### config.mk
export PLATFORM = sky130hd
export DESIGN_NAME = ffc_queue
export DESIGN_NICKNAME = d
export VERILOG_FILES = /design/src/rtl/ffc_pkg.sv /design/src/rtl/ffc_queue.sv
export SDC_FILE = /design/constraint.sdc
export NUM_CORES = 1
export LEC_CHECK = 0
export BUFFER_PORTS_ARGS = -buffer_cell sky130_fd_sc_hd__buf_2
export CORE_ASPECT_RATIO = 0.6
export CORE_UTILIZATION = 55
export CTS_CLUSTER_SIZE = 16
export DETAILED_ROUTE_END_ITERATION = 10
export GPL_TIMING_DRIVEN = 1
export PLACE_DENSITY = 0.88
export SKIP_LAST_GASP = 1
export SYNTH_ARGS = -nofsm -noshare
export SYNTH_HDL_FRONTEND = slang
export SYNTH_SLANG_ARGS = --single-unit
### constraint.sdc
create_clock -name clk -period 3.13 [get_ports clk]
set_clock_uncertainty 0.05 [all_clocks]
set_input_delay 0.626 -clock clk [delete_from_list [all_inputs] [get_ports clk]]
set_output_delay 0.626 -clock clk [all_outputs]
set_load 0.1 [all_outputs]
### src/rtl/ffc_pkg.sv
// Package for the flow field curl stencil: payload structs, line buffer entry,
// queue descriptor flags, register indexes and field widths.
// Depends on nothing; every other file of the block imports it.
package ffc_pkg;

    localparam int SAMPLE_BITS     = 16;
    localparam int CURL_BITS       = SAMPLE_BITS + 2;
    localparam int ROW_BITS        = 12;
    localparam int COL_BITS        = 10;
    localparam int WIDTH_REG_BITS  = 11;
    localparam int HEIGHT_REG_BITS = 12;
    localparam int CFG_DATA_BITS   = 12;
    localparam int CFG_INDEX_BITS  = 2;

    localparam logic [CFG_INDEX_BITS-1:0] REG_FRAME_WIDTH  = 2'd0;
    localparam logic [CFG_INDEX_BITS-1:0] REG_FRAME_HEIGHT = 2'd1;

    localparam logic [WIDTH_REG_BITS-1:0]  FRAME_WIDTH_RESET  = 11'd128;
    localparam logic [HEIGHT_REG_BITS-1:0] FRAME_HEIGHT_RESET = 12'd128;

    typedef struct packed {
        logic signed [SAMPLE_BITS-1:0] flow_x;
        logic signed [SAMPLE_BITS-1:0] flow_y;
    } flow_in_t;

    typedef struct packed {
        logic signed [CURL_BITS-1:0] curl_value;
        logic [ROW_BITS-1:0]         out_row;
        logic [COL_BITS-1:0]         out_col;
        logic                        end_of_frame;
        logic                        last_of_run;
    } curl_out_t;

    // Classification of one accepted request, decided by the front end.
    typedef struct packed {
        logic emit_prev;   // a result for the pixel one row up is due
        logic emit_own;    // last row: a zero result for this pixel is due
        logic border;      // the pixel one row up lies on the frame border
        logic col_last;    // this pixel is in the last column
    } desc_flags_t;

    // One line buffer entry: vx two rows back, and (vx, vy) one row back.
    typedef struct packed {
        logic signed [SAMPLE_BITS-1:0] older_x;
        logic signed [SAMPLE_BITS-1:0] prev_x;
        logic signed [SAMPLE_BITS-1:0] prev_y;
    } line_entry_t;

    function automatic logic signed [CURL_BITS-1:0] widen(
        input logic signed [SAMPLE_BITS-1:0] v
    );
        return {{(CURL_BITS - SAMPLE_BITS){v[SAMPLE_BITS-1]}}, v};
    endfunction

endpackage

### src/rtl/ffc_queue.sv
// Small register FIFO that decouples the stencil front end from the back end.
// Uses ffc_pkg only for house consistency of imports.
module ffc_queue
    import ffc_pkg::*;
#(
    parameter int WIDTH = 8,
    parameter int DEPTH = 4
)
(
    input  logic             clk,
    input  logic             rst_n,
    input  logic             push,
    input  logic [WIDTH-1:0] push_data,
    output logic             full,
    input  logic             pop,
    output logic             q_valid,
    output logic [WIDTH-1:0] pop_data
);

    localparam int PW = (DEPTH > 1) ? $clog2(DEPTH) : 1;
    localparam int NW = $clog2(DEPTH + 1);

    logic [WIDTH-1:0] slot_reg [DEPTH];
    logic [PW-1:0]    wr_ptr_reg, wr_ptr_next;
    logic [PW-1:0]    rd_ptr_reg, rd_ptr_next;
    logic [NW-1:0]    count_reg, count_next;
    logic             do_push, do_pop;

    assign full     = (count_reg == NW'(DEPTH));
    assign q_valid  = (count_reg != '0);
    assign pop_data = slot_reg[rd_ptr_reg];
    assign do_push  = push && !full;
    assign do_pop   = pop && q_valid;

    always_comb
    begin
        wr_ptr_next = wr_ptr_reg;
        rd_ptr_next = rd_ptr_reg;
        count_next  = count_reg;
        if (do_push)
        begin
            wr_ptr_next = (wr_ptr_reg == PW'(DEPTH - 1)) ? '0 : wr_ptr_reg + PW'(1);
        end
        if (do_pop)
        begin
            rd_ptr_next = (rd_ptr_reg == PW'(DEPTH - 1)) ? '0 : rd_ptr_reg + PW'(1);
        end
        if (do_push && !do_pop)
        begin
            count_next = count_reg + NW'(1);
        end
        else if (do_pop && !do_push)
        begin
            count_next = count_reg - NW'(1);
        end
    end

    always_ff @(posedge clk or negedge rst_n)
    begin
        if (!rst_n)
        begin
            wr_ptr_reg <= '0;
            rd_ptr_reg <= '0;
            count_reg  <= '0;
        end
        else
        begin
            wr_ptr_reg <= wr_ptr_next;
            rd_ptr_reg <= rd_ptr_next;
            count_reg  <= count_next;
        end
    end

    always_ff @(posedge clk)
    begin
        if (do_push)
        begin
            slot_reg[wr_ptr_reg] <= push_data;
        end
    end

endmodule

==> results.ini <==
[yosys]
synthMuxAreaShare=0.154
ys_top_cells_by_count=32 x edfxtp_1, 8 x mux4_2, 7 x dfrtp_1, 6 x ha_1
synth-edff-count=32
synth_top_family_by_area=multiplexers
synthesis.area_um2=1630
synth_cell_types=19
ys_top_cells_by_area=edfxtp_1 59%, mux4_2 11%, dfrtp_1 11%, ha_1 4.6%, mux2_4 3.7%
async_reset_ff_frac=0.179
syn_inst=79
synth_fa_ha_area_frac=0.0583
post-synth-top-count-cell=edfxtp_1
synthSimpleGateAreaFrac=0.0560
yosys.area.top_type_share=0.589
synth_nets=98
synth_top_cell_by_area=edfxtp_1
ys.flop_type=edfxtp_1
syn_area_per_cell_um2=20.7
ys_ff_latch=39
synth_xor_area_frac=0.0161
yosys_warnings=0
synth_compound_area_frac=0
seq_area_frac_synth=0.696

[hold_path]
min-delay-path-class=in2async

[sta]
min_period_over_period=0.825
fin_crit_ns=2.58
worstMarginPinSlew_ns=0.587
fmax_mhz=387
setup_violations=0
slew_viol_final=0
maxSlewHeadroom=0.609
fin_setup_tns_ns=0
grt_setup_unrepaired=false
final-hold-violation-count=0

[layout]
num_antenna_cells=0
n_fill_cell=178
syn_to_final_growth_pct=13.2
largest_reg_flops=32
nets=123
drive_gt1_frac=0.448
final_area_um2=1850

[worst_setup_path]
cp_max_fo=11
required_ns=2.45
r2r-start=count_reg[0]$_DFFE_PN0P_
max_stage_delay_ns=0.72
slowest_stage=dfrtp_1
arrival_ns=1.91
worstSetupPathType=reg2out
r2r_cells=8
regToRegSetupSlack_ns=0.94
reg2reg_to=count_reg[2]$_DFFE_PN0P_
crit_chain=mux4_2 > buf_2
cp_top_family=flip-flops
setup.worst_path.end_class=primary output
path_buf_inv=1
start_kind=register

[clock_tree]
clock_path_buffers=2
cts_hold_buf=0
root_buffer=clkbuf_8
clk-insertion-delay-late_ns=0.28
cts_setup_buffers=0
cts_sinks=39
htree_levels=2
cts_tree=done
cts_resized=0
cts_buffers=5
clk_pin_slew_ns=0.07

[place]
routabilityCongestion=0.715
place_area_um2=1770
portBuffers=21

[drt]
first_iter_violations=70
antenna_left=0
drc=0
avgViaCountPerCell=5.37
firstDrtPassIters=4
wl_per_cell_um=18.6
vias=779
wl_um=2690

[floorplanning]
initial_core_util=0.613
dieArea_um2=3200
placeableCoreArea_um2=2660
die_w_um=72.3
num_rows=14
ios=22
dieHeight_um=44.2

[global_routing]
first_global_vias=811
antenna_found_initial=0
grt_first_pass_wirelength_um=4260
grt_max_degree=12
gr-usage-all-layers=0.204
overflow=0

[run_status]
status=completed

[flow_run]
cap_violations=0

layout by cell type, fill, tap and decap left out:
cell and n:
edfxtp_1 32, buf_2 21, mux4_2 8, dfrtp_1 7
ha_1 6, clkbuf_8 5, and2_2 4, mux2_4 4
inv_1 3, nor2_1 3, xor2_1 2, clkinv_1 2
nor3b_4 1, nor2b_2 1, or3_4 1, nand2_4 1
mux2_2 1, xnor2_1 1, fa_1 1, clkbuf_1 1
per-stage QoR:
| stage | hold WS (ns) | setup slack, ns | instances | util |
|---|---|---|---|---|
| floorplan | 0.280 | 0.449 | 79 | - |
| global placement | 0.417 | 0.843 | 137 | 0.664 |
| detailed placement | 0.422 | 0.820 | 137 | 0.664 |
| CTS | 0.111 | 0.503 | 145 | 0.694 |
| global route | 0.113 | 0.429 | 145 | 0.694 |
| finish | 0.117 | 0.547 | 145 | 0.694 |
routing by layer:
metal	part of all wire	vias to the layer above	GRT usage
met5	0	-	0
met4	0.013	0	0.0824
met3	0.059	4	0.0661
met2	0.48	28	0.329
met1	0.45	398	0.265
li1	-	349	-
worst reg2reg max path, stage by stage, from the launching register on:
cell	delay (ns)
dfrtp_1	0.46
or3_4	0.44
nand2_4	0.10
ha_1	0.18
inv_1	0.06
fa_1	0.37
xor2_1	0.17
nor2_1	0.11
xor2_1	0.16
worst max path at each step:
stage,from,to,cells past startpoint
final,rd_ptr_reg[0]$_DFFE_PN0P_,pop_data[1],2
after floorplan,count_reg[0]$_DFFE_PN0P_,count_reg[1]$_DFFE_PN0P_,7
after detailed placement,rd_ptr_reg[0]$_DFFE_PN0P_,pop_data[5],2
after CTS,rd_ptr_reg[0]$_DFFE_PN0P_,pop_data[5],2
after global placement,rd_ptr_reg[0]$_DFFE_PN0P_,pop_data[1],2
after global routing,rd_ptr_reg[0]$_DFFE_PN0P_,pop_data[1],2
layout make-up:
class	instances	area (um2)	share of cell area
well taps	40	50.0	0.0271
multi-input cells	34	464	0.251
clock buffers	6	72.6	0.0393
repair buffers	21	105	0.0569
clock inverters	2	7.51	0.00407
flip-flops and latches	39	1140	0.615
inverters	3	11.3	0.00610
logic make-up (layout without fill, tap and decap cells):
logic type,count (synthesis),count (layout)
flip-flops,39,39
XOR/XNOR,3,3
buffers and inverters,6,32
multiplexers,13,13
AND/OR/NAND/NOR,11,11
adder cells (fa/ha/maj),7,7
Power is not shown: default switching activity piles up to over one toggle a cycle in this logic, so the estimate is an artifact.
