`src/rtl/ffc_pkg.sv`:
```
// Package for the flow field curl stencil: payload structs, line buffer entry,
// queue descriptor flags, register indexes and field widths.
// Depends on nothing; every other file of the block imports it.
package ffc_pkg;

    localparam int SAMPLE_BITS     = 16;
    localparam int CURL_BITS       = SAMPLE_BITS + 2;
    localparam int ROW_BITS        = 12;
    localparam int COL_BITS        = 10;
    localparam int WIDTH_REG_BITS  = 11;
    localparam int HEIGHT_REG_BITS = 12;
    localparam int CFG_DATA_BITS   = 12;
    localparam int CFG_INDEX_BITS  = 2;

    localparam logic [CFG_INDEX_BITS-1:0] REG_FRAME_WIDTH  = 2'd0;
    localparam logic [CFG_INDEX_BITS-1:0] REG_FRAME_HEIGHT = 2'd1;

    localparam logic [WIDTH_REG_BITS-1:0]  FRAME_WIDTH_RESET  = 11'd128;
    localparam logic [HEIGHT_REG_BITS-1:0] FRAME_HEIGHT_RESET = 12'd128;

    typedef struct packed {
        logic signed [SAMPLE_BITS-1:0] flow_x;
        logic signed [SAMPLE_BITS-1:0] flow_y;
    } flow_in_t;

    typedef struct packed {
        logic signed [CURL_BITS-1:0] curl_value;
        logic [ROW_BITS-1:0]         out_row;
        logic [COL_BITS-1:0]         out_col;
        logic                        end_of_frame;
        logic                        last_of_run;
    } curl_out_t;

    // Classification of one accepted request, decided by the front end.
    typedef struct packed {
        logic emit_prev;   // a result for the pixel one row up is due
        logic emit_own;    // last row: a zero result for this pixel is due
        logic border;      // the pixel one row up lies on the frame border
        logic col_last;    // this pixel is in the last column
    } desc_flags_t;

    // One line buffer entry: vx two rows back, and (vx, vy) one row back.
    typedef struct packed {
        logic signed [SAMPLE_BITS-1:0] older_x;
        logic signed [SAMPLE_BITS-1:0] prev_x;
        logic signed [SAMPLE_BITS-1:0] prev_y;
    } line_entry_t;

    function automatic logic signed [CURL_BITS-1:0] widen(
        input logic signed [SAMPLE_BITS-1:0] v
    );
        return {{(CURL_BITS - SAMPLE_BITS){v[SAMPLE_BITS-1]}}, v};
    endfunction

endpackage

```
`src/rtl/ffc_front.sv`:
```
// Front end of the curl stencil: configuration registers, raster position
// counters and classification of each accepted request. Uses ffc_pkg.
module ffc_front
    import ffc_pkg::*;
#(
    parameter int MAX_WIDTH = 1024,
    parameter int CW        = $clog2(MAX_WIDTH)
)
(
    input  logic                       clk,
    input  logic                       rst_n,
    input  logic                       cfg_write,
    input  logic [CFG_INDEX_BITS-1:0]  cfg_index,
    input  logic [CFG_DATA_BITS-1:0]   cfg_data,
    input  logic                       flow_valid,
    output logic                       flow_stall,
    input  logic                       q_full,
    output logic                       push,
    output desc_flags_t                desc_flags,
    output logic [ROW_BITS-1:0]        desc_row,
    output logic [CW-1:0]              desc_col,
    output logic [CW-1:0]              desc_raddr
);

    localparam int WW   = CW + 1;
    localparam int CMPW = (WW > WIDTH_REG_BITS) ? WW : WIDTH_REG_BITS;

    logic [WIDTH_REG_BITS-1:0]  frame_width_reg;
    logic [HEIGHT_REG_BITS-1:0] frame_height_reg;
    logic [ROW_BITS-1:0]        row_reg, row_next;
    logic [CW-1:0]              col_reg, col_next;

    logic [WW-1:0]              w_eff;
    logic [CW-1:0]              last_col;
    logic [HEIGHT_REG_BITS-1:0] h_eff;
    logic [ROW_BITS-1:0]        last_row;
    logic [WW-1:0]              col_plus1;
    logic [WW-1:0]              col_plus2;

    assign flow_stall = q_full;
    assign push       = flow_valid && !q_full;

    always_comb
    begin
        if (frame_width_reg == '0)
        begin
            w_eff = WW'(1);
        end
        else if (CMPW'(frame_width_reg) > CMPW'(MAX_WIDTH))
        begin
            w_eff = WW'(MAX_WIDTH);
        end
        else
        begin
            w_eff = WW'(frame_width_reg);
        end
        h_eff     = (frame_height_reg == '0) ? HEIGHT_REG_BITS'(1) : frame_height_reg;
        last_col  = CW'(w_eff - WW'(1));
        last_row  = ROW_BITS'(h_eff - HEIGHT_REG_BITS'(1));
        col_plus1 = WW'(col_reg) + WW'(1);
        col_plus2 = WW'(col_reg) + WW'(2);

        // The line buffer is read two columns ahead, wrapping into the next row.
        desc_raddr = (col_plus2 >= w_eff) ? CW'(col_plus2 - w_eff) : CW'(col_plus2);
        desc_row   = row_reg;
        desc_col   = col_reg;

        desc_flags.emit_prev = (row_reg != '0);
        desc_flags.emit_own  = (row_reg == last_row);
        desc_flags.border    = (row_reg == ROW_BITS'(1)) || (col_reg == '0)
                               || (col_reg == last_col);
        desc_flags.col_last  = (col_reg == last_col);

        if (col_plus1 == w_eff)
        begin
            col_next = '0;
            row_next = (row_reg == last_row) ? '0 : row_reg + ROW_BITS'(1);
        end
        else
        begin
            col_next = CW'(col_plus1);
            row_next = row_reg;
        end
    end

    always_ff @(posedge clk or negedge rst_n)
    begin
        if (!rst_n)
        begin
            frame_width_reg  <= FRAME_WIDTH_RESET;
            frame_height_reg <= FRAME_HEIGHT_RESET;
            row_reg          <= '0;
            col_reg          <= '0;
        end
        else if (cfg_write && cfg_index == REG_FRAME_WIDTH)
        begin
            frame_width_reg <= cfg_data[WIDTH_REG_BITS-1:0];
            row_reg         <= '0;
            col_reg         <= '0;
        end
        else if (cfg_write && cfg_index == REG_FRAME_HEIGHT)
        begin
            frame_height_reg <= cfg_data[HEIGHT_REG_BITS-1:0];
            row_reg          <= '0;
            col_reg          <= '0;
        end
        else if (push)
        begin
            row_reg <= row_next;
            col_reg <= col_next;
        end
    end

endmodule

```
`config.mk`:
```
export PLATFORM = sky130hd
export DESIGN_NAME = ffc_front
export DESIGN_NICKNAME = d
export VERILOG_FILES = /design/src/rtl/ffc_pkg.sv /design/src/rtl/ffc_front.sv
export SDC_FILE = /design/constraint.sdc
export NUM_CORES = 1
export LEC_CHECK = 0
export BUFFER_PORTS_ARGS = -buffer_cell sky130_fd_sc_hd__buf_2
export CAP_MARGIN = 5
export CORE_ASPECT_RATIO = 0.9
export CORE_MARGIN = 2
export CORE_UTILIZATION = 63
export CTS_CLUSTER_DIAMETER = 80
export DETAILED_ROUTE_END_ITERATION = 16
export PLACE_DENSITY = 0.87
export SYNTH_ARGS = -nofsm -noshare
export SYNTH_HDL_FRONTEND = slang
export SYNTH_SLANG_ARGS = --single-unit
```
`constraint.sdc`:
```
create_clock -name clk -period 10.1 [get_ports clk]
set_input_delay 1.01 -clock clk [delete_from_list [all_inputs] [get_ports clk]]
set_output_delay 1.01 -clock clk [all_outputs]
set_load 0.01 [all_outputs]
```
==> impl_summary.log <==
INFO  metric path_clk_slew = 0.08 ns
INFO  metric setup_viol_count_final = 0
INFO  metric min_delay_endpoint = frame_width_reg[5]
INFO  metric start_util = 65.4%
INFO  metric accumulated_negative_setup_slack = 0 ns
INFO  metric rows = 27
INFO  metric worstSetupStartpointType = register
INFO  metric detailed_route_via_count = 3753
INFO  metric hp-class = register to register
INFO  metric compound_gate_portion_of_the_synthesized_area = 15.4%
INFO  metric power_dens_cells = 135 nW/um^2
INFO  metric floorplan.die.width = 88.2 um
INFO  metric detail_route.vias_per_cell = 6.38
INFO  metric drt_first_iter_violations = 332
INFO  metric clock_tree_from_tritoncts = yes
INFO  metric depth_of_the_worst_register_to_register_path = 10
INFO  metric drt_drc_violations_left = 0
INFO  metric regToRegStartpoint = frame_height_reg[5]
INFO  metric min-delay-start = frame_width_reg[5]
INFO  metric detailed_route_wirelength_on_metal3 = 934 um
INFO  metric wl_met1 = 4.61 mm
INFO  metric drt_pass1_iterations = 5
INFO  metric die_height = 79.8 um
INFO  metric relSlewSlack = 33.0%
INFO  metric drv_cap = 0
INFO  metric clock_sinks = 45
INFO  metric syn2layout_area_growth = 8.52%
INFO  metric synthArstFlopShare = 100%
INFO  metric maximum_number_of_pins_on_one_net_before_global_route_repair = 46
INFO  metric reg2reg_end = desc_row[1]
INFO  metric nNetsFinal = 539
INFO  metric power.ir.vdd_worst = 0.0682 mV
INFO  metric hold_viol_final = 0
INFO  metric worst_slew_pin_slew = 1.01 ns
INFO  metric avgRoutedWirePerCell = 17.7 um
INFO  metric clockBufferDepth = 2
INFO  metric synthMuxAreaShare = 9.95%
INFO  metric crit_path_max_fanout = 10
INFO  metric initial_antenna_violation_count = 0
INFO  metric crit_path_end_kind = output port
INFO  metric io-pin-count = 57
INFO  metric final.min_clock_period = 5.45 ns
INFO  metric max_freq = 184 MHz
INFO  metric drt_wl_total = 10.4 mm
INFO  metric critical_path_arrival = 4.44 ns
INFO  metric global_route_congestion_overflow_total = 0
INFO  metric cp_data_required_time = 9.09 ns
INFO  metric ys_seq_area_share = 28.0%
INFO  metric dieArea = 7040 um^2
INFO  metric synth_area_per_cell = 8.71 um^2
INFO  metric regToRegSetupSlack = 5.86 ns
INFO  metric netlist_area = 4020 um^2
INFO  metric synth_ff_type = sky130_fd_sc_hd__dfrtp_1
INFO  metric p_leak = 1.96 nW
INFO  metric port_buffers = 56
INFO  metric h_tree_levels = 2
INFO  metric post_synthesis_share_of_cell_area_spent_on_and_or_nand_and_nor_gates = 23.6%
INFO  metric dpl.hpwl = 7.86 mm
INFO  metric cts-buffers-inserted = 5
INFO  metric grtUsageTotal = 30.5%
INFO  metric cts_repair_resize_count = 0
INFO  metric synth_xor_area_share = 11.8%
INFO  metric wire_length_of_the_first_global_routing_pass = 17.0 mm
INFO  metric syn_nets = 501
INFO  metric main_combinational_cell_family_by_area_after_synthesis = simple AND/OR/NAND/NOR gates
INFO  metric cts_hold_repair.buffers = 0
INFO  metric antennaDiodeCount = 0
INFO  metric ys_ff_latch = 45
INFO  metric cell_variety_after_synth = 64
INFO  metric postCtsSetupRepairBufs = 0
INFO  metric rsz0062_at_grt = no
INFO  metric holdWs = 0.578 ns
INFO  metric outcome = finished clean
INFO  metric cts-root-buf = sky130_fd_sc_hd__clkbuf_8
INFO  metric first_global_vias = 3492
INFO  metric core_area = 6150 um^2
INFO  metric drt.antenna.violating_nets = 0
INFO  metric top_layer = met4
INFO  metric yosys_warnings = 0
INFO  metric synthesis.instances = 462
INFO  metric synth_enable_flop_cells = 0
INFO  metric drive_gt1_share = 21.4%
INFO  metric insertion_delay = 0.29 ns
INFO  metric synth_adder_area_share = 6.41%
INFO  metric hold_depth = 1
INFO  metric path_class = register to output port
INFO  metric worst_clock_skew = 0.00463 ns
INFO  metric finalWeightedCongestion = 0.942
INFO  metric timing_max_transition_violations_final = 0
INFO  metric met2_length = 4.70 mm
INFO  metric fin_crit_sh = 53.9%
## kinds of logic (layout without fill, tap and decap cells)
kind of cell / Yosys count / in the layout
flip-flops: 45 / 45
AND/OR/NAND/NOR: 174 / 174
adder cells (fa/ha/maj): 20 / 20
multiplexers: 36 / 36
XOR/XNOR: 54 / 54
AO/OA/AOI/OAI: 90 / 90
buffers and inverters: 43 / 82
## power by group
part | internal [W] | switching, W | leakage, nW
clock | 0.0000480 | 0.0000591 | 0.0450
sequential | 0.000200 | 0.0000388 | 0.576
combinational | 0.000112 | 0.000134 | 1.34
## layout by cell type (no fill, tap or decap), types with 11 or more instances in the layout
cell type                  instances
sky130_fd_sc_hd__xor2_1           24
sky130_fd_sc_hd__ha_1             19
sky130_fd_sc_hd__o21ai_1          25
sky130_fd_sc_hd__inv_1            15
sky130_fd_sc_hd__dfrtp_1          43
sky130_fd_sc_hd__nand2_1          28
sky130_fd_sc_hd__buf_2            56
sky130_fd_sc_hd__a21oi_1          17
sky130_fd_sc_hd__nor2_1           39
sky130_fd_sc_hd__nand3_1          11
sky130_fd_sc_hd__xnor2_1          30
sky130_fd_sc_hd__mux2_2           32
sky130_fd_sc_hd__nand2b_1         19
## stage by stage
step	instances	util (%)	setup WS, ns	total power, W	cell area (um^2)
6_report	588	71.0	4.65	0.000591	4370
5_1_grt	588	71.0	4.34	0.000629	4370
4_1_cts	588	71.0	4.70	0.000588	4370
3_5_place_dp	580	69.7	5.03	0.000481	4280
3_3_place_gp	580	69.7	5.15	0.000472	4280
2_1_floorplan	462	-	5.51	0.000419	4020
## critical path, cell delays in order, from the launching register on
cell	delay, ns
sky130_fd_sc_hd__dfrtp_1	0.47
sky130_fd_sc_hd__or4_1	0.52
sky130_fd_sc_hd__nor3_1	0.42
sky130_fd_sc_hd__o21ai_0	0.23
sky130_fd_sc_hd__inv_1	0.10
sky130_fd_sc_hd__ha_1	0.15
sky130_fd_sc_hd__inv_2	0.04
sky130_fd_sc_hd__a21oi_1	0.14
sky130_fd_sc_hd__o21bai_1	0.14
sky130_fd_sc_hd__a311o_1	0.39
sky130_fd_sc_hd__a31o_1	0.22
sky130_fd_sc_hd__a21o_1	0.21
sky130_fd_sc_hd__a31oi_2	0.57
sky130_fd_sc_hd__mux2_2	0.41
sky130_fd_sc_hd__buf_2	0.14
## per-layer routing
layer,vias to the layer above,GRT usage (%)
met3,20,4.14
met5,-,0
met1,1785,44.9
li1,1741,-
met4,0,7.42
met2,207,47.1
## area by class of cell
| cell class | instances | area (um^2) |
|---|---|---|
| multi-input cells | 374 | 2700 |
| flip-flops and latches | 45 | 1130 |
| inverters | 18 | 67.6 |
| repair buffers | 56 | 280 |
| clock inverters | 2 | 10.0 |
| fillers | 513 | 1780 |
| well taps | 87 | 109 |
| clock buffers | 6 | 72.6 |
## Yosys cell counts, drive strengths merged (2+ instances only)
cell	number	area, um^2
a31o	2	17.5
nor4b	3	26.3
or4	7	56.3
nor4	5	37.5
nand2	28	105
o211ai	3	22.5
dfrtp	43	1080
nor4bb	2	20.0
a2111oi	4	53.8
nand3	11	55.1
o41ai	3	45.1
and2	2	12.5
nor3	10	55.1
nor3b	4	30.0
nand3b	3	22.5
or2	4	25.0
nor2	39	146
and3	10	62.6
buf	11	76.3
xor2	24	210
o21bai	3	22.5
xnor2	30	263
a31oi	3	25.0
mux2i	4	40.0
o22ai	2	12.5
o31ai	4	30.0
a41oi	2	17.5
nor2b	7	43.8
a21o	4	30.0
a21oi	17	85.1
or3	8	51.3
inv	18	67.6
nand4	10	62.6
a211oi	2	15.0
mux2	32	360
clkbuf	14	52.6
dfstp	2	52.6
ha	19	238
o21ai	32	160
nand2b	19	119
## worst max-delay path by stage
stage | startpoint | end | slack [ns] | cells past startpoint
6_report | frame_width_reg[1] | desc_raddr[8] | 4.65 | 14
5_1_grt | frame_width_reg[1] | desc_raddr[8] | 4.34 | 14
4_1_cts | frame_width_reg[1] | desc_raddr[1] | 4.70 | 14
3_5_place_dp | frame_width_reg[1] | desc_raddr[1] | 5.03 | 14
3_3_place_gp | frame_width_reg[1] | desc_raddr[7] | 5.15 | 14
2_1_floorplan | frame_width_reg[1] | desc_raddr[1] | 5.51 | 14
Power figures use the tool's default switching activity.
